--- config.mk ---
export PLATFORM = sky130hd
export DESIGN_NAME = buzzer_note_tone_player
export DESIGN_NICKNAME = d
export VERILOG_FILES = /design/src/bnt_pkg.sv /design/src/bnt_front.sv /design/src/bnt_divider.sv /design/src/bnt_back.sv /design/src/buzzer_note_tone_player.sv
export SDC_FILE = /design/constraint.sdc
export NUM_CORES = 1
export LEC_CHECK = 0
export BUFFER_PORTS_ARGS = -buffer_cell sky130_fd_sc_hd__buf_2
export CAP_MARGIN = 15
export CORE_UTILIZATION = 30
export CTS_BUF_LIST = sky130_fd_sc_hd__clkbuf_16
export DETAILED_ROUTE_END_ITERATION = 12
export SLEW_MARGIN = 10
export SYNTH_ARGS = -nofsm -noshare
export SYNTH_HDL_FRONTEND = slang
export SYNTH_SLANG_ARGS = --single-unit
--- constraint.sdc ---
create_clock -name clock -period 9 [get_ports clock]
set_input_delay 0.45 -clock clock [delete_from_list [all_inputs] [get_ports clock]]
set_output_delay 0.45 -clock clock [all_outputs]
set_load 0.01 [all_outputs]
--- src/bnt_pkg.sv ---
`timescale 1ns / 1ps
package bnt_pkg;

   // Tone counter width
   localparam int PERIOD_BITS = 16;
   localparam logic [PERIOD_BITS-1:0] PERIOD_MAX = {PERIOD_BITS{1'b1}};
   localparam logic [PERIOD_BITS-1:0] PERIOD_MIN = PERIOD_BITS'(2);

   // Field widths
   localparam int TICK_RATE_BITS = 24;
   localparam int FREQ_BITS      = 16;
   localparam int DUR_BITS       = 16;
   localparam int TPMS_BITS      = 16;
   localparam int GAP_BITS       = 8;
   localparam int CSR_INDEX_BITS = 8;
   localparam int CSR_DATA_BITS  = 24;

   // Configuration reset values
   localparam logic [TICK_RATE_BITS-1:0] TICK_RATE_RESET = 24'd1000000;
   localparam logic [TPMS_BITS-1:0]      TPMS_RESET      = 16'd1000;
   localparam logic [GAP_BITS-1:0]       GAP_RESET       = 8'd20;
   localparam logic [DUR_BITS-1:0]       GAP_MIN_RESET   = 16'd30;

   // Configuration register indexes
   localparam logic [CSR_INDEX_BITS-1:0] CSR_TICK_RATE = 8'd0;
   localparam logic [CSR_INDEX_BITS-1:0] CSR_TPMS      = 8'd1;
   localparam logic [CSR_INDEX_BITS-1:0] CSR_GAP       = 8'd2;
   localparam logic [CSR_INDEX_BITS-1:0] CSR_GAP_MIN   = 8'd3;

   // Command codes
   localparam logic CMD_TICK = 1'b0;
   localparam logic CMD_LOAD = 1'b1;

   // Queue between front and back
   localparam int QUEUE_DEPTH     = 2;
   localparam int QUEUE_PTR_BITS  = 1;
   localparam int QUEUE_CNT_BITS  = 2;

   // Divider: one quotient bit per step
   localparam int DIV_STEPS    = TICK_RATE_BITS;
   localparam int DIV_CNT_BITS = 5;
   localparam logic [DIV_CNT_BITS-1:0] DIV_LAST = DIV_CNT_BITS'(DIV_STEPS - 1);

   typedef struct packed {
      logic                 cmd;
      logic [FREQ_BITS-1:0] tone_hz;
      logic [DUR_BITS-1:0]  note_ms;
   } req_word_type;

   typedef struct packed {
      logic pin_level;
      logic playing;
      logic note_done;
   } rsp_word_type;

   typedef enum logic [1:0] {
      KIND_TICK,
      KIND_REST,
      KIND_NOTE
   } item_kind_type;

   typedef struct packed {
      item_kind_type        kind;
      logic [FREQ_BITS-1:0] tone_hz;
      logic [DUR_BITS-1:0]  note_ms;
   } queue_entry_type;

   typedef struct packed {
      logic                      start;
      logic [TICK_RATE_BITS-1:0] dividend;
      logic [FREQ_BITS-1:0]      divisor;
   } div_req_type;

   typedef struct packed {
      logic                      done;
      logic [TICK_RATE_BITS-1:0] quotient;
   } div_rsp_type;

   typedef enum logic [1:0] {
      PH_IDLE,
      PH_SOUND,
      PH_GAP
   } play_phase_type;

   typedef enum logic {
      BK_IDLE,
      BK_DIV
   } back_state_type;

endpackage

--- src/bnt_front.sv ---
`timescale 1ns / 1ps
module bnt_front import bnt_pkg::*; (
   input  logic            clock,
   input  logic            reset,
   input  logic            req_valid,
   output logic            req_stall,
   input  req_word_type    req_data,
   output logic            q_valid,
   output queue_entry_type q_entry,
   input  logic            q_pop
);

   queue_entry_type               entry_ff [QUEUE_DEPTH];
   logic [QUEUE_PTR_BITS-1:0]     wr_ptr_ff, wr_ptr_in;
   logic [QUEUE_PTR_BITS-1:0]     rd_ptr_ff, rd_ptr_in;
   logic [QUEUE_CNT_BITS-1:0]     count_ff, count_in;
   queue_entry_type               classified;
   logic                          push;
   logic                          pop;

   assign req_stall = (count_ff == QUEUE_CNT_BITS'(QUEUE_DEPTH));
   assign push      = req_valid && !req_stall;
   assign q_valid   = (count_ff != '0);
   assign pop       = q_pop && q_valid;
   assign q_entry   = entry_ff[rd_ptr_ff];

   // Classify the incoming word
   always_comb begin
      classified.tone_hz = req_data.tone_hz;
      classified.note_ms = req_data.note_ms;
      if (req_data.cmd == CMD_TICK) begin
         classified.kind = KIND_TICK;
      end else if (req_data.tone_hz == '0) begin
         classified.kind = KIND_REST;
      end else begin
         classified.kind = KIND_NOTE;
      end
   end

   // Advance pointers and count
   always_comb begin
      wr_ptr_in = push ? wr_ptr_ff + 1'b1 : wr_ptr_ff;
      rd_ptr_in = pop ? rd_ptr_ff + 1'b1 : rd_ptr_ff;
      count_in  = count_ff;
      if (push && !pop) begin
         count_in = count_ff + 1'b1;
      end else if (pop && !push) begin
         count_in = count_ff - 1'b1;
      end
   end

   always_ff @(posedge clock) begin
      if (reset) begin
         wr_ptr_ff <= '0;
         rd_ptr_ff <= '0;
         count_ff  <= '0;
      end else begin
         wr_ptr_ff <= wr_ptr_in;
         rd_ptr_ff <= rd_ptr_in;
         count_ff  <= count_in;
      end
   end

   // Store the word
   always_ff @(posedge clock) begin
      if (push) begin
         entry_ff[wr_ptr_ff] <= classified;
      end
   end

endmodule

--- src/bnt_divider.sv ---
`timescale 1ns / 1ps
module bnt_divider import bnt_pkg::*; (
   input  logic        clock,
   input  logic        reset,
   input  div_req_type div_req,
   output div_rsp_type div_rsp
);

   logic                      busy_ff, busy_in;
   logic                      done_ff, done_in;
   logic [DIV_CNT_BITS-1:0]   cnt_ff, cnt_in;
   logic [FREQ_BITS-1:0]      rem_ff, rem_in;
   logic [TICK_RATE_BITS-1:0] quo_ff, quo_in;
   logic [FREQ_BITS-1:0]      div_ff, div_in;
   logic [FREQ_BITS:0]        trial;
   logic [FREQ_BITS:0]        diff;
   logic                      fits;

   assign div_rsp.done     = done_ff;
   assign div_rsp.quotient = quo_ff;

   // One restoring step: shift in the next dividend bit and try to subtract
   assign trial = {rem_ff, quo_ff[TICK_RATE_BITS-1]};
   assign diff  = trial - {1'b0, div_ff};
   assign fits  = (trial >= {1'b0, div_ff});

   always_comb begin
      busy_in = busy_ff;
      done_in = 1'b0;
      cnt_in  = cnt_ff;
      rem_in  = rem_ff;
      quo_in  = quo_ff;
      div_in  = div_ff;
      if (div_req.start) begin
         busy_in = 1'b1;
         cnt_in  = '0;
         rem_in  = '0;
         quo_in  = div_req.dividend;
         div_in  = div_req.divisor;
      end else if (busy_ff) begin
         rem_in = fits ? diff[FREQ_BITS-1:0] : trial[FREQ_BITS-1:0];
         quo_in = {quo_ff[TICK_RATE_BITS-2:0], fits};
         cnt_in = cnt_ff + 1'b1;
         if (cnt_ff == DIV_LAST) begin
            busy_in = 1'b0;
            done_in = 1'b1;
         end
      end
   end

   always_ff @(posedge clock) begin
      if (reset) begin
         busy_ff <= 1'b0;
         done_ff <= 1'b0;
         cnt_ff  <= '0;
      end else begin
         busy_ff <= busy_in;
         done_ff <= done_in;
         cnt_ff  <= cnt_in;
      end
   end

   always_ff @(posedge clock) begin
      rem_ff <= rem_in;
      quo_ff <= quo_in;
      div_ff <= div_in;
   end

endmodule

--- src/bnt_back.sv ---
`timescale 1ns / 1ps
module bnt_back import bnt_pkg::*; (
   input  logic                      clock,
   input  logic                      reset,
   input  logic                      csr_valid,
   input  logic [CSR_INDEX_BITS-1:0] csr_index,
   input  logic [CSR_DATA_BITS-1:0]  csr_data,
   input  logic                      q_valid,
   input  queue_entry_type           q_entry,
   output logic                      q_pop,
   output div_req_type               div_req,
   input  div_rsp_type               div_rsp,
   output logic                      rsp_valid,
   input  logic                      rsp_stall,
   output rsp_word_type              rsp_data
);

   // Configuration
   logic [TICK_RATE_BITS-1:0] tick_rate_ff;
   logic [TPMS_BITS-1:0]      tpms_ff;
   logic [GAP_BITS-1:0]       gap_ff;
   logic [DUR_BITS-1:0]       gap_min_ff;

   // Player state
   logic [PERIOD_BITS-1:0] period_ff, period_in;
   logic [PERIOD_BITS-1:0] compare_ff, compare_in;
   logic [PERIOD_BITS-1:0] count_ff, count_in;
   logic [TPMS_BITS-1:0]   prescale_ff, prescale_in;
   logic [DUR_BITS-1:0]    ms_left_ff, ms_left_in;
   logic [GAP_BITS-1:0]    gap_left_ff, gap_left_in;
   play_phase_type         phase_ff, phase_in;
   back_state_type         state_ff, state_in;
   logic [DUR_BITS-1:0]    dur_ff, dur_in;
   logic                   rsp_valid_ff, rsp_valid_in;
   rsp_word_type           rsp_data_ff, rsp_data_in;

   logic                   slot_free;
   logic                   do_load;
   logic                   load_tone;
   logic [DUR_BITS-1:0]    load_dur;
   logic                   with_gap;
   logic [DUR_BITS-1:0]    sound;
   logic [PERIOD_BITS:0]   count_next;
   logic [TPMS_BITS:0]     prescale_next;
   logic [DUR_BITS-1:0]    ms_dec;
   logic [GAP_BITS-1:0]    gap_dec;
   logic                   finish;
   logic                   done;
   logic [PERIOD_BITS-1:0] period_clamped;

   assign rsp_valid = rsp_valid_ff;
   assign rsp_data  = rsp_data_ff;
   assign slot_free = !rsp_valid_ff || !rsp_stall;
   assign q_pop     = (state_ff == BK_IDLE) && q_valid && slot_free;

   assign div_req.start    = q_pop && (q_entry.kind == KIND_NOTE);
   assign div_req.dividend = tick_rate_ff;
   assign div_req.divisor  = q_entry.tone_hz;

   // Clamp the quotient to the period range
   always_comb begin
      if (div_rsp.quotient < TICK_RATE_BITS'(PERIOD_MIN)) begin
         period_clamped = PERIOD_MIN;
      end else if ({{PERIOD_BITS{1'b0}}, div_rsp.quotient} >
                   {{TICK_RATE_BITS{1'b0}}, PERIOD_MAX}) begin
         period_clamped = PERIOD_MAX;
      end else begin
         period_clamped = PERIOD_BITS'(div_rsp.quotient);
      end
   end

   always_comb begin
      period_in    = period_ff;
      compare_in   = compare_ff;
      count_in     = count_ff;
      prescale_in  = prescale_ff;
      ms_left_in   = ms_left_ff;
      gap_left_in  = gap_left_ff;
      phase_in     = phase_ff;
      state_in     = state_ff;
      dur_in       = dur_ff;
      finish       = 1'b0;
      done         = 1'b0;
      do_load      = 1'b0;
      load_tone    = 1'b0;
      load_dur     = dur_ff;
      with_gap     = 1'b0;
      sound        = '0;
      ms_dec       = ms_left_ff;
      gap_dec      = gap_left_ff;
      count_next   = {1'b0, count_ff} + 1'b1;
      prescale_next = {1'b0, prescale_ff} + 1'b1;

      unique case (state_ff)
         BK_IDLE: begin
            if (q_pop) begin
               unique case (q_entry.kind)
                  KIND_TICK: begin
                     finish = 1'b1;
                     // Advance the tone counter, wrapping at the period
                     count_in = (count_next >= {1'b0, period_ff}) ? '0
                                                                  : count_next[PERIOD_BITS-1:0];
                     if (phase_ff != PH_IDLE) begin
                        if (prescale_next < {1'b0, tpms_ff}) begin
                           prescale_in = prescale_next[TPMS_BITS-1:0];
                        end else begin
                           prescale_in = '0;
                           if (phase_ff == PH_SOUND) begin
                              if (ms_left_ff != '0) begin
                                 ms_dec = ms_left_ff - 1'b1;
                              end
                              ms_left_in = ms_dec;
                              if (ms_dec == '0) begin
                                 compare_in = '0;
                                 if (gap_left_ff != '0) begin
                                    phase_in = PH_GAP;
                                 end else begin
                                    phase_in = PH_IDLE;
                                    done     = 1'b1;
                                 end
                              end
                           end else begin
                              if (gap_left_ff != '0) begin
                                 gap_dec = gap_left_ff - 1'b1;
                              end
                              gap_left_in = gap_dec;
                              if (gap_dec == '0) begin
                                 compare_in = '0;
                                 phase_in   = PH_IDLE;
                                 done       = 1'b1;
                              end
                           end
                        end
                     end
                  end
                  KIND_REST: begin
                     finish   = 1'b1;
                     do_load  = 1'b1;
                     load_dur = q_entry.note_ms;
                  end
                  KIND_NOTE: begin
                     dur_in   = q_entry.note_ms;
                     state_in = BK_DIV;
                  end
                  default: begin
                     finish = 1'b1;
                  end
               endcase
            end
         end
         BK_DIV: begin
            if (div_rsp.done) begin
               finish    = 1'b1;
               do_load   = 1'b1;
               load_tone = 1'b1;
               load_dur  = dur_ff;
               state_in  = BK_IDLE;
            end
         end
         default: begin
            state_in = BK_IDLE;
         end
      endcase

      // Start a note or rest
      if (do_load) begin
         if (load_tone) begin
            period_in  = period_clamped;
            compare_in = period_clamped >> 1;
            count_in   = '0;
         end else begin
            compare_in = '0;
         end
         prescale_in = '0;
         with_gap    = (load_dur > gap_min_ff) && load_tone;
         sound       = load_dur;
         gap_left_in = '0;
         if (with_gap) begin
            sound       = (load_dur > DUR_BITS'(gap_ff)) ? load_dur - DUR_BITS'(gap_ff) : '0;
            gap_left_in = gap_ff;
         end
         ms_left_in = sound;
         if (sound != '0) begin
            phase_in = PH_SOUND;
         end else begin
            compare_in = '0;
            if (gap_left_in != '0) begin
               phase_in = PH_GAP;
            end else begin
               phase_in = PH_IDLE;
               done     = 1'b1;
            end
         end
      end
   end

   // Hold, drop or load the result word
   always_comb begin
      rsp_valid_in = rsp_valid_ff;
      rsp_data_in  = rsp_data_ff;
      if (rsp_valid_ff && !rsp_stall) begin
         rsp_valid_in = 1'b0;
      end
      if (finish) begin
         rsp_valid_in          = 1'b1;
         rsp_data_in.pin_level = (count_in < compare_in);
         rsp_data_in.playing   = (phase_in != PH_IDLE);
         rsp_data_in.note_done = done;
      end
   end

   always_ff @(posedge clock) begin
      if (reset) begin
         period_ff    <= '0;
         compare_ff   <= '0;
         count_ff     <= '0;
         prescale_ff  <= '0;
         ms_left_ff   <= '0;
         gap_left_ff  <= '0;
         phase_ff     <= PH_IDLE;
         state_ff     <= BK_IDLE;
         rsp_valid_ff <= 1'b0;
      end else begin
         period_ff    <= period_in;
         compare_ff   <= compare_in;
         count_ff     <= count_in;
         prescale_ff  <= prescale_in;
         ms_left_ff   <= ms_left_in;
         gap_left_ff  <= gap_left_in;
         phase_ff     <= phase_in;
         state_ff     <= state_in;
         rsp_valid_ff <= rsp_valid_in;
      end
   end

   always_ff @(posedge clock) begin
      dur_ff      <= dur_in;
      rsp_data_ff <= rsp_data_in;
   end

   // Write configuration registers; unknown indexes are dropped
   always_ff @(posedge clock) begin
      if (reset) begin
         tick_rate_ff <= TICK_RATE_RESET;
         tpms_ff      <= TPMS_RESET;
         gap_ff       <= GAP_RESET;
         gap_min_ff   <= GAP_MIN_RESET;
      end else if (csr_valid) begin
         if (csr_index == CSR_TICK_RATE) begin
            tick_rate_ff <= csr_data[TICK_RATE_BITS-1:0];
         end else if (csr_index == CSR_TPMS) begin
            tpms_ff <= csr_data[TPMS_BITS-1:0];
         end else if (csr_index == CSR_GAP) begin
            gap_ff <= csr_data[GAP_BITS-1:0];
         end else if (csr_index == CSR_GAP_MIN) begin
            gap_min_ff <= csr_data[DUR_BITS-1:0];
         end
      end
   end

endmodule

--- src/buzzer_note_tone_player.sv ---
`timescale 1ns / 1ps
// Flow: a tick or rest word is stored in the queue, popped, and its result registered; a
//   sounded note load also waits in between for the 24-step radix-2 period divider.
// Throughput: one tick or rest word per cycle while the result is not stalled; a note
//   load holds the back end, which pops no new word until the divider is done.
// Reset (synchronous, active high): queue and result cleared, player idle, counters
//   zero, configuration back to its defaults; no clearing pass.
module buzzer_note_tone_player import bnt_pkg::*; (
   input  logic                      clock,
   input  logic                      reset,
   input  logic                      req_valid,
   output logic                      req_stall,
   input  req_word_type              req_data,
   output logic                      rsp_valid,
   input  logic                      rsp_stall,
   output rsp_word_type              rsp_data,
   input  logic                      csr_valid,
   output logic                      csr_ready,
   input  logic [CSR_INDEX_BITS-1:0] csr_index,
   input  logic [CSR_DATA_BITS-1:0]  csr_data
);

   logic            q_valid;
   logic            q_pop;
   queue_entry_type q_entry;
   div_req_type     div_req;
   div_rsp_type     div_rsp;

   // Registers are always writable
   assign csr_ready = 1'b1;

   bnt_front u_front (
      .clock     (clock),
      .reset     (reset),
      .req_valid (req_valid),
      .req_stall (req_stall),
      .req_data  (req_data),
      .q_valid   (q_valid),
      .q_entry   (q_entry),
      .q_pop     (q_pop)
   );

   bnt_divider u_divider (
      .clock   (clock),
      .reset   (reset),
      .div_req (div_req),
      .div_rsp (div_rsp)
   );

   bnt_back u_back (
      .clock     (clock),
      .reset     (reset),
      .csr_valid (csr_valid),
      .csr_index (csr_index),
      .csr_data  (csr_data),
      .q_valid   (q_valid),
      .q_entry   (q_entry),
      .q_pop     (q_pop),
      .div_req   (div_req),
      .div_rsp   (div_rsp),
      .rsp_valid (rsp_valid),
      .rsp_stall (rsp_stall),
      .rsp_data  (rsp_data)
   );

endmodule

==> results of run 1 <==
-- cell families after synthesis --
logic type,count (synthesis),share of synthesized area (%)
and+or+nand+nor,659,18.99
AOI/OAI and AO/OA,370,15.28
DFF,311,45.21
buffers and inverters,191,4.716
adders and majority gates,94,7.183
muxes,85,5.372
xor gates and xnor gates,61,3.222
other,1,0.02261
-- path summary, 6_finish.rpt --
check	end	slack, ns	depth (start not counted)
setup / recovery	u_back.rsp_data[2]$_DFFE_PP_	1.54	27
hold reg to reg	u_back.compare_ff[15]$_SDFF_PP0_	0.44	2
setup reg to reg	u_back.rsp_data[2]$_DFFE_PP_	1.54	27
hold / removal	u_front.entry_ff[0][11]$_DFFE_PP_	0.09	1
-- layout make-up --
type                            instances  area (um^2)
Clock buffer                           42         1051
Clock inverter                         23        106.4
Fill cell                            5519        35420
Inverter                              110        414.1
Multi-Input combinational cell       1270         8325
Sequential cell                       311         7500
Tap cell                              696        870.8
Timing Repair Buffer                   97        553.0
-- cells in the final DEF (no fill, tap or decap), types with 11 or more instances in the layout --
cell type / n
a211o_1: 12
a211oi_1: 40
a21o_1: 18
a21oi_1: 126
a31oi_1: 21
and2_1: 22
and3_1: 21
buf_2: 73
buf_4: 23
clkbuf_16: 42
dfxtp_1: 182
edfxtp_1: 127
ha_1: 92
inv_1: 117
mux2_2: 32
mux2i_1: 53
nand2_1: 212
nand2b_1: 11
nand3_1: 30
nand3b_1: 14
nand4_1: 26
nor2_1: 185
nor2b_1: 15
nor3_1: 36
nor4_1: 20
o21a_1: 14
o21ai_0: 53
or2_2: 15
or3_1: 15
xnor2_1: 29
xor2_1: 32
-- stage by stage --
stage	std cells	setup WS, ns	power (mW)	cell area, um^2	hold WS, ns
after global routing	2549	0.9531	4.988	18820	0.08330
after floorplan	1772	2.100	2.896	16580	0.4219
final	2549	1.541	4.689	18820	0.09020
after global placement	2483	1.761	3.250	17640	0.4367
after CTS	2548	1.559	4.742	18800	0.06218
after detailed placement	2483	1.621	3.288	17640	0.4416
-- power by group through the flow --
stage                     clock network [mW]  logic (mW)  registers (mW)
after floorplan                            0        1.06            1.84
after global placement                     0        1.35            1.90
after detailed placement                   0        1.38            1.91
after CTS                               1.47        1.39            1.88
after global routing                    1.52        1.56            1.90
final                                   1.42        1.39            1.88
-- layer usage --
metal,GRT usage (%),vias up
li1,-,6440
met1,20.10,6155
met2,25.80,233
met3,2.238,80
met4,6.334,0
met5,0,-
==> metrics.cfg, run 1 <==
[detailed_routing]
first_pass_iters = 5
drc = 0
wl_met1_mm = 20.16
ant_nets = 0
finalWirelength_mm = 43.38
routedWlPerCell_um = 17.02
vias = 12910
drt_iter0_drc = 705
top_layer_used = met4
viasPerCell = 5.064
wl_met3_mm = 1.588
wl_met2_mm = 20.16

[final_layout]
largest_register_ffs = 68
top_register = u_front.entry_ff
syn_to_final_growth_pct = 13.50
layout-drive-gt1-share_pct = 12.63
reg.largest.list = u_front.entry_ff x68, u_back.tick_rate_ff x24, u_divider.quo_ff x24
utilization_pct = 34.70
num_antenna_cells = 0
fin_nets = 1991

[power]
seq_power_share_pct = 40.1
power_switching_mw = 1.600
powerDensity_nw_per_um2 = 249.2
p_leak_nw = 7.510
switching_share_pct = 34.12
vdd_drop_max_mv = 0.1344
pwr-share-clk_pct = 30.4
power_frac_comb_pct = 29.6
p_int_mw = 3.089

[global_routing]
track_usage_pct = 15.50
grt_max_degree = 73
grt_pass1_vias = 12830
grt_pass1_wl_mm = 69.73
antenna_found_initial = 0
grt_remaining_overflow = 0

[sta]
clock.fmax_mhz = 134.1
period_minus_slack_ns = 7.459
worst-slew-pin-transition_ns = 1.076
finalClockSkew_ns = 0.01297
min_period_over_period_pct = 82.87
finalSetupTns_ns = 0
slew_headroom_pct = 28.29
finalMaxSlewViolations = 0
rsz0062_at_grt = false
hold_viol = 0
finalSetupViolations = 0

[setup_path]
crit_buf_inv = 3
max_stage_delay_ns = 0.48
required_ns = 9.39
worstSetupEndpointType = register
cp-start-kind = register
path_max_fanout = 34
path_class = reg2reg
arrival_ns = 7.85
slowest_stage = dfxtp_2
path_delay_family = compound AO/OA/AOI/OAI gates

[yosys]
synth_common_cells = 212 x nand2_1, 186 x nor2_1, 184 x dfxtp_1
synth_edf_count = 127
yosys_warnings = 0
syn_inst = 1772
async_reset_ff_share_pct = 0
syn_nets = 1936
syn_avg_cell_area_um2 = 9.358
synth.area.top_cells = edfxtp_1 23%, dfxtp_1 22%, ha_1 6.9%
synth-seq-cells = 311
syn_area_um2 = 16580
yosysMostFrequentCell = nand2_1
yosys_most_used_dff = dfxtp_1
ys_seq_area_share_pct = 45.21
yosys.area.top_type = edfxtp_1
synth_top_area_share_pct = 23.00
ys_types = 84

[worst_hold_path]
worstHoldStart = req_data[11]
hold_path.class = in2reg

[die]
coreArea_um2 = 54240
die_area_um2 = 56220
rows = 85
die_w_um = 237.1
die_h_um = 237.1
initial_utilization_pct = 30.57
io_pins = 76

[flow_run]
maxCapViolCount = 0

[cts]
ctsResizeCount = 0
postCtsSetupBuffers = 0
cts_root_buffer = clkbuf_16
cts_made_buffers = 37
clockBufferDepth = 3
clk_latency_ns = 0.55
clock-sinks = 311
cts_tree = done
ctsHoldBuffers = 0
path_clk_slew_ns = 0.06
cts_max_level = 2

[placement]
port_buffers = 74
gp_congestion = 0.8491
dp_hpwl_mm = 31.37

[run_status]
outcome = finished clean

No activity file was read; power rests on OpenSTA's default activity.
==> inputs of run 2 (changes only) <==
clock period = 6.1 ns   (was 9 ns; I/O delays follow)
==> run 2 against run 1 <==
Effect of this change:
- sequential power up 46%
- worst hold slack worse by 0.065 ns
- final cell count up 2.9%
- critical path depth down 1
- wire length up 0.98%
- first-iteration DRC count up 8.4%
- global-route usage up 0.11 points
- total power up 52%
==> metrics.cfg, run 2 (synthesized netlist as in run 1, its figures left out) <==
[global_routing]
grt_pass1_vias = 13180
grt_pass1_wl_mm = 70.30
grt_remaining_overflow = 0
grt_max_degree = 64
track_usage_pct = 15.61
antenna_found_initial = 0

[cts]
path_clk_slew_ns = 0.06
clockBufferDepth = 3
cts_max_level = 2
clk_latency_ns = 0.56
clock-sinks = 311
cts_root_buffer = clkbuf_16
cts_tree = done
cts_made_buffers = 36

[final_layout]
multi_input_area_um2 = 8581
syn_to_final_growth_pct = 19.16
top_register = u_front.entry_ff
final_cell_mix = 212 x nand2_1, 184 x nor2_1, 183 x dfxtp_1
fin_nets = 2064
layout-drive-gt1-share_pct = 15.67
regArea_um2 = 7498
reg.largest.list = u_front.entry_ff x68, u_back.tick_rate_ff x24, u_divider.quo_ff x24
largest_register_ffs = 68
utilization_pct = 36.43
layout_commonest_cell = nand2_1
fill_cells = 5483
num_antenna_cells = 0

[detailed_routing]
ant_nets = 0
drc = 0
vias = 13360
drt_iter0_drc = 764
viasPerCell = 5.094
routedWlPerCell_um = 16.70
finalWirelength_mm = 43.81
first_pass_iters = 5

[power]
vdd_drop_max_mv = 0.1998
p_leak_nw = 7.868
powerDensity_nw_per_um2 = 360.2

[die]
coreArea_um2 = 54240
initial_utilization_pct = 30.57
die_area_um2 = 56220
die_h_um = 237.1
io_pins = 76
die_w_um = 237.1
rows = 85

[setup_path]
crit_start = u_front.entry_ff[0][33]$_DFFE_PP_
required_ns = 6.50
arrival_ns = 6.40
rrSetupSlack_ns = 0.10
path_class = reg2reg
worstSetupEndpointType = register
path_max_fanout = 6
regToRegStartpoint = u_front.entry_ff[0][33]$_DFFE_PP_
cp-start-kind = register

[sta]
period_minus_slack_ns = 5.996
slew_headroom_pct = 28.49
finalSetupViolations = 0
finalWorstSetupSlack_ns = 0.1035
finalMaxSlewViolations = 0
rsz0062_at_grt = true
hold_viol = 0
finalClockSkew_ns = 0.01557
min_period_over_period_pct = 98.30
worst-slew-pin-transition_ns = 1.070
clock.fmax_mhz = 166.8

[worst_hold_path]
worstHoldStart = csr_data[20]
hold_path.class = in2reg

[placement]
gp_congestion = 0.8729
dp_hpwl_mm = 31.43
port_buffers = 74
place_ws_ns = -0.1302

[flow_run]
maxCapViolCount = 0

[run_status]
outcome = finished clean

[run 2: cell types whose count changed in the layout (fill, tap and decap cells not counted), sizes merged]
cell         delta
buf            +36
bufbuf          +1
dlygate4sd3    +36
bufinv          +3
clkbuf          -6
inv             -7
o2111ai         +1
clkinv         +10
[run 2: worst max-delay path: stages, from the launching register on]
cell and delay [ns]:
edfxtp_1 0.39, or3b_4 0.39, a2111oi_4 0.38, buf_12 0.18, buf_8 0.12, mux2_4 0.35
ha_1 0.30, nor2b_1 0.14, o211a_1 0.23, o21ai_1 0.18, nand4_1 0.33, nand4b_1 0.24
mux2i_1 0.34, nor2_4 0.07, a41oi_4 0.36, a22oi_2 0.11, ha_1 0.32, a21o_1 0.17
a21o_1 0.18, a21o_1 0.18, a21oi_1 0.12, nor2b_1 0.06, o21ai_1 0.11, nand2b_1 0.08
a221oi_2 0.24, o2111ai_1 0.15, o21ai_1 0.13
[run 2: area by class of cell]
class,count,area share (%)
multi-input cells,1271,43.43
flip-flops and latches,311,37.95
repair buffers,170,6.313
clock buffers,36,4.559
well taps,696,4.407
inverters,110,2.096
clock inverters,29,1.247
[run 2: what timing repair did]
item / 4_1_cts / 5_1_grt
hold buffers: 36 / 0
endpoints found under the hold margin: 68 / 0
gates cloned: 2 / 0
pin swaps: 21 / 7
endpoints found under the setup margin: 1 / 1
buffers inserted: 9 / 2
resized for setup: 20 / 7
[run 2: final timing paths]
kind	end	depth (start not counted)
hold reg to reg	u_back.compare_ff[15]$_SDFF_PP0_	2
hold / removal	u_back.tick_rate_ff[20]$_SDFFE_PP0P_	3
setup reg to reg	u_back.rsp_data[2]$_DFFE_PP_	26
setup / recovery	u_back.rsp_data[2]$_DFFE_PP_	26
[run 2: report_power, final]
group / leakage (nW) / total, mW / switching [mW] / internal (mW)
registers: 2.67 / 2.75 / 0.195 / 2.55
logic: 4.62 / 2.25 / 1.35 / 0.901
clock network: 0.578 / 2.11 / 0.899 / 1.22
total: 7.87 / 7.12 / 2.45 / 4.67
[run 2: layer usage]
metal | GRT usage (%) | vias to the layer above | part of all wire, %
met5 | 0 | - | 0
met2 | 26.49 | 285 | 48
met3 | 2.833 | 69 | 4.5
li1 | - | 6589 | -
met4 | 4.692 | 0 | 2.5
met1 | 20.11 | 6418 | 45
[run 2: through the flow]
stage / std cells / power (mW) / area (um^2) / setup TNS, ns / hold slack, ns
after global placement: 2508 / 4.868 / 17990 / 0 / 0.4341
after floorplan: 1772 / 4.321 / 16740 / 0 / 0.4039
after CTS: 2620 / 7.144 / 19690 / 0 / 0.004059
after detailed placement: 2508 / 4.923 / 17990 / -0.1302 / 0.4384
final: 2623 / 7.117 / 19760 / 0 / 0.02527
after global routing: 2623 / 7.544 / 19760 / -0.3513 / 0.01186
==> inputs of run 3 (changes only) <==
SYNTH_HIERARCHICAL = 1   (was default)
==> run 3 against run 2 <==
Effect of this change:
- first-iteration DRC count rose by 10%
- synthesized cell count grew 4.5%
- synthesized area up 4.0%
- worst setup slack improved by 0.051 ns
- non-clock buffer count rose by 67
- wire length increased by 6.4%
- final cell count up 7.0%
- critical path type unchanged
- largest cell class unchanged
- highest routed layer unchanged
==> metrics.cfg, run 3 <==
[yosys]
yosys.area.top_type = edfxtp_1
synth_top_area_share_pct = 22.11
yosys_warnings = 6
yosysMostFrequentCell = nor2_1
ys_types = 93
syn_avg_cell_area_um2 = 9.314
syn_area_um2 = 17250
ys_seq_area_share_pct = 43.46
synth-seq-cells = 311
yosys_most_used_dff = dfxtp_1
synthXorXnorAreaFrac_pct = 3.402
synth_edf_count = 127
synth_compound_area_share_pct = 15.37
syn_nets = 2014
muxShareOfSynthArea_pct = 6.637
synth.area.top_cells = edfxtp_1 22%, dfxtp_1 21%, ha_1 6.5%
synth_top_family_by_area = simple AND/OR/NAND/NOR gates
synth-adder-area-share_pct = 6.760
yosys.area_share.simple_pct = 18.90
synth_common_cells = 204 x nor2_1, 195 x nand2_1, 184 x dfxtp_1
syn_inst = 1852
async_reset_ff_share_pct = 0

[global_routing]
antenna_found_initial = 1
grt_max_degree = 99
grt_pass1_wl_mm = 73.90
track_usage_pct = 15.61
grt_pass1_vias = 13780
grt_remaining_overflow = 0

[placement]
port_buffers = 74
dp_cells = 2695
dp_hpwl_mm = 34.42
gp_congestion = 0.8988
place_ws_ns = -0.3017

[die]
die_h_um = 241.8
rows = 87
io_pins = 76
initial_utilization_pct = 30.48
die_w_um = 241.8
coreArea_um2 = 56600
die_area_um2 = 58460

[detailed_routing]
drt_iter0_drc = 842
viasPerCell = 4.995
routedWlPerCell_um = 16.60
first_pass_iters = 5
finalWirelength_mm = 46.61
vias = 14020
drc = 0
ant_nets = 0

[sta]
period_minus_slack_ns = 5.946
clock.fmax_mhz = 168.2
worst-slew-pin-transition_ns = 1.152
whs_ns = 0.03038
finalClockSkew_ns = 0.01928
slew_headroom_pct = 22.82
hold_viol = 0
min_period_over_period_pct = 97.47
finalWorstSetupSlack_ns = 0.1543
rsz0062_at_grt = true
finalSetupViolations = 0
finalMaxSlewViolations = 0

[setup_path]
cp-start-kind = register
r2r_cells = 27
path_max_fanout = 6
required_ns = 6.52
path_class = reg2reg
arrival_ns = 6.37
worstSetupEndpointType = register

[final_layout]
fin_nets = 2185
top_register = u_front/entry_ff
layout-drive-gt1-share_pct = 19.85
syn_to_final_growth_pct = 20.83
instances_no_fill = 2807
largest_register_ffs = 68
reg.largest.list = u_front/entry_ff x68, u_back/tick_rate_ff x24, u_divider/quo_ff x24
utilization_pct = 36.82
final_cell_mix = 201 x nor2_1, 191 x nand2_1, 183 x dfxtp_1
layout_commonest_cell = nor2_1

[cts]
clock-sinks = 311
path_clk_slew_ns = 0.06
cts_root_buffer = clkbuf_16
cts_made_buffers = 37
clk_latency_ns = 0.55
cts_tree = done
cts_max_level = 2
clockBufferDepth = 3

[power]
powerDensity_nw_per_um2 = 423.9
vdd_drop_max_mv = 0.5282
p_leak_nw = 8.278
p_total_mw = 8.835

[run_status]
outcome = finished clean

[worst_hold_path]
hold_path.class = in2reg
hold_depth = 3

[flow_run]
maxCapViolCount = 0

==> run 3: cell count changes after synthesis, sizes merged, moves of 12 or more <==
cell     delta
nand2      -16
nor2       +12
mux2       +32
a2bb2oi    +13
o21ai      +17
nand2b     +13
buf        +26
a21oi      -20
==> run 3: report_power, final <==
part	switching, mW	internal (mW)	leakage (nW)
registers	0.240	2.57	2.67
clock network	0.877	1.22	0.585
logic	2.28	1.66	5.02
==> run 3: what timing repair did <==
item,in CTS,in global routing
cloned,1,0
pin swaps,5,17
setup buffers,4,6
endpoints found under the hold margin,66,0
hold buffers,34,0
setup endpoints to repair,1,1
resized for setup,21,47
==> run 3: through the flow <==
stage / cell area [um^2] / setup TNS, ns
floorplan: 17280 / 0
finish: 20840 / 0
global placement: 18950 / -0.1616
global route: 20840 / -0.1020
detailed placement: 18950 / -0.3017
CTS: 20570 / 0
==> run 3: worst max-delay path, cell delays in order (launching register included) <==
cell and delay (ns):
dfxtp_2 0.35, mux2_4 0.30, and2b_4 0.31, nand3_4 0.15
buf_6 0.18, mux2i_4 0.20, inv_4 0.08, ha_4 0.26
nand4_1 0.09, or4_4 0.57, a31o_4 0.22, nand3_2 0.08
buf_4 0.10, nand4_1 0.08, mux2_4 0.32, a2111o_1 0.40
o31ai_4 0.19, buf_6 0.16, buf_6 0.13, buf_6 0.12
a2bb2oi_2 0.16, ha_1 0.27, a21o_1 0.16, a21o_1 0.16
a21oi_2 0.19, o221ai_2 0.15, nor4_1 0.28, a211o_1 0.14
==> run 3: logic make-up (layout without fill, tap and decap cells) <==
| group | Yosys count | in the layout |
|---|---|---|
| AO/OA/AOI/OAI | 387 | 387 |
| XOR/XNOR | 67 | 67 |
| adder cells (fa/ha/maj) | 92 | 92 |
| buffers and inverters | 215 | 412 |
| flip-flops | 311 | 311 |
| multiplexers | 106 | 106 |
| other | 1 | 2 |
| AND/OR/NAND/NOR | 673 | 674 |
==> run 3: worst paths after layout <==
kind,startpoint,to,slack (ns)
max,register,u_back/rsp_data[2]$_DFFE_PP_,0.15
min,csr_data[17],u_back/tick_rate_ff[17]$_SDFFE_PP1P_,0.03
max reg2reg,register,u_back/rsp_data[2]$_DFFE_PP_,0.15
min reg2reg,u_back/compare_ff[15]$_SDFF_PP0_,u_back/compare_ff[15]$_SDFF_PP0_,0.45
==> run 3: cell type report <==
class	instances	area, um^2
Sequential cell	311	7498
Clock inverter	28	190.2
Timing Repair Buffer	237	1708
Antenna cell	1	2.502
Tap cell	756	945.9
Inverter	109	411.6
Multi-Input combinational cell	1327	9136
Fill cell	5780	35760
Clock buffer	38	950.9
==> run 3: layer usage <==
metal	share of wire, %	GRT usage (%)	vias to the layer above	wire [um]
met5	0	0	-	0
met2	48	26.43	297	22320
li1	-	-	6967	-
met4	3.0	5.343	0	1414
met3	4.0	2.386	83	1885
met1	45	20.14	6674	20980
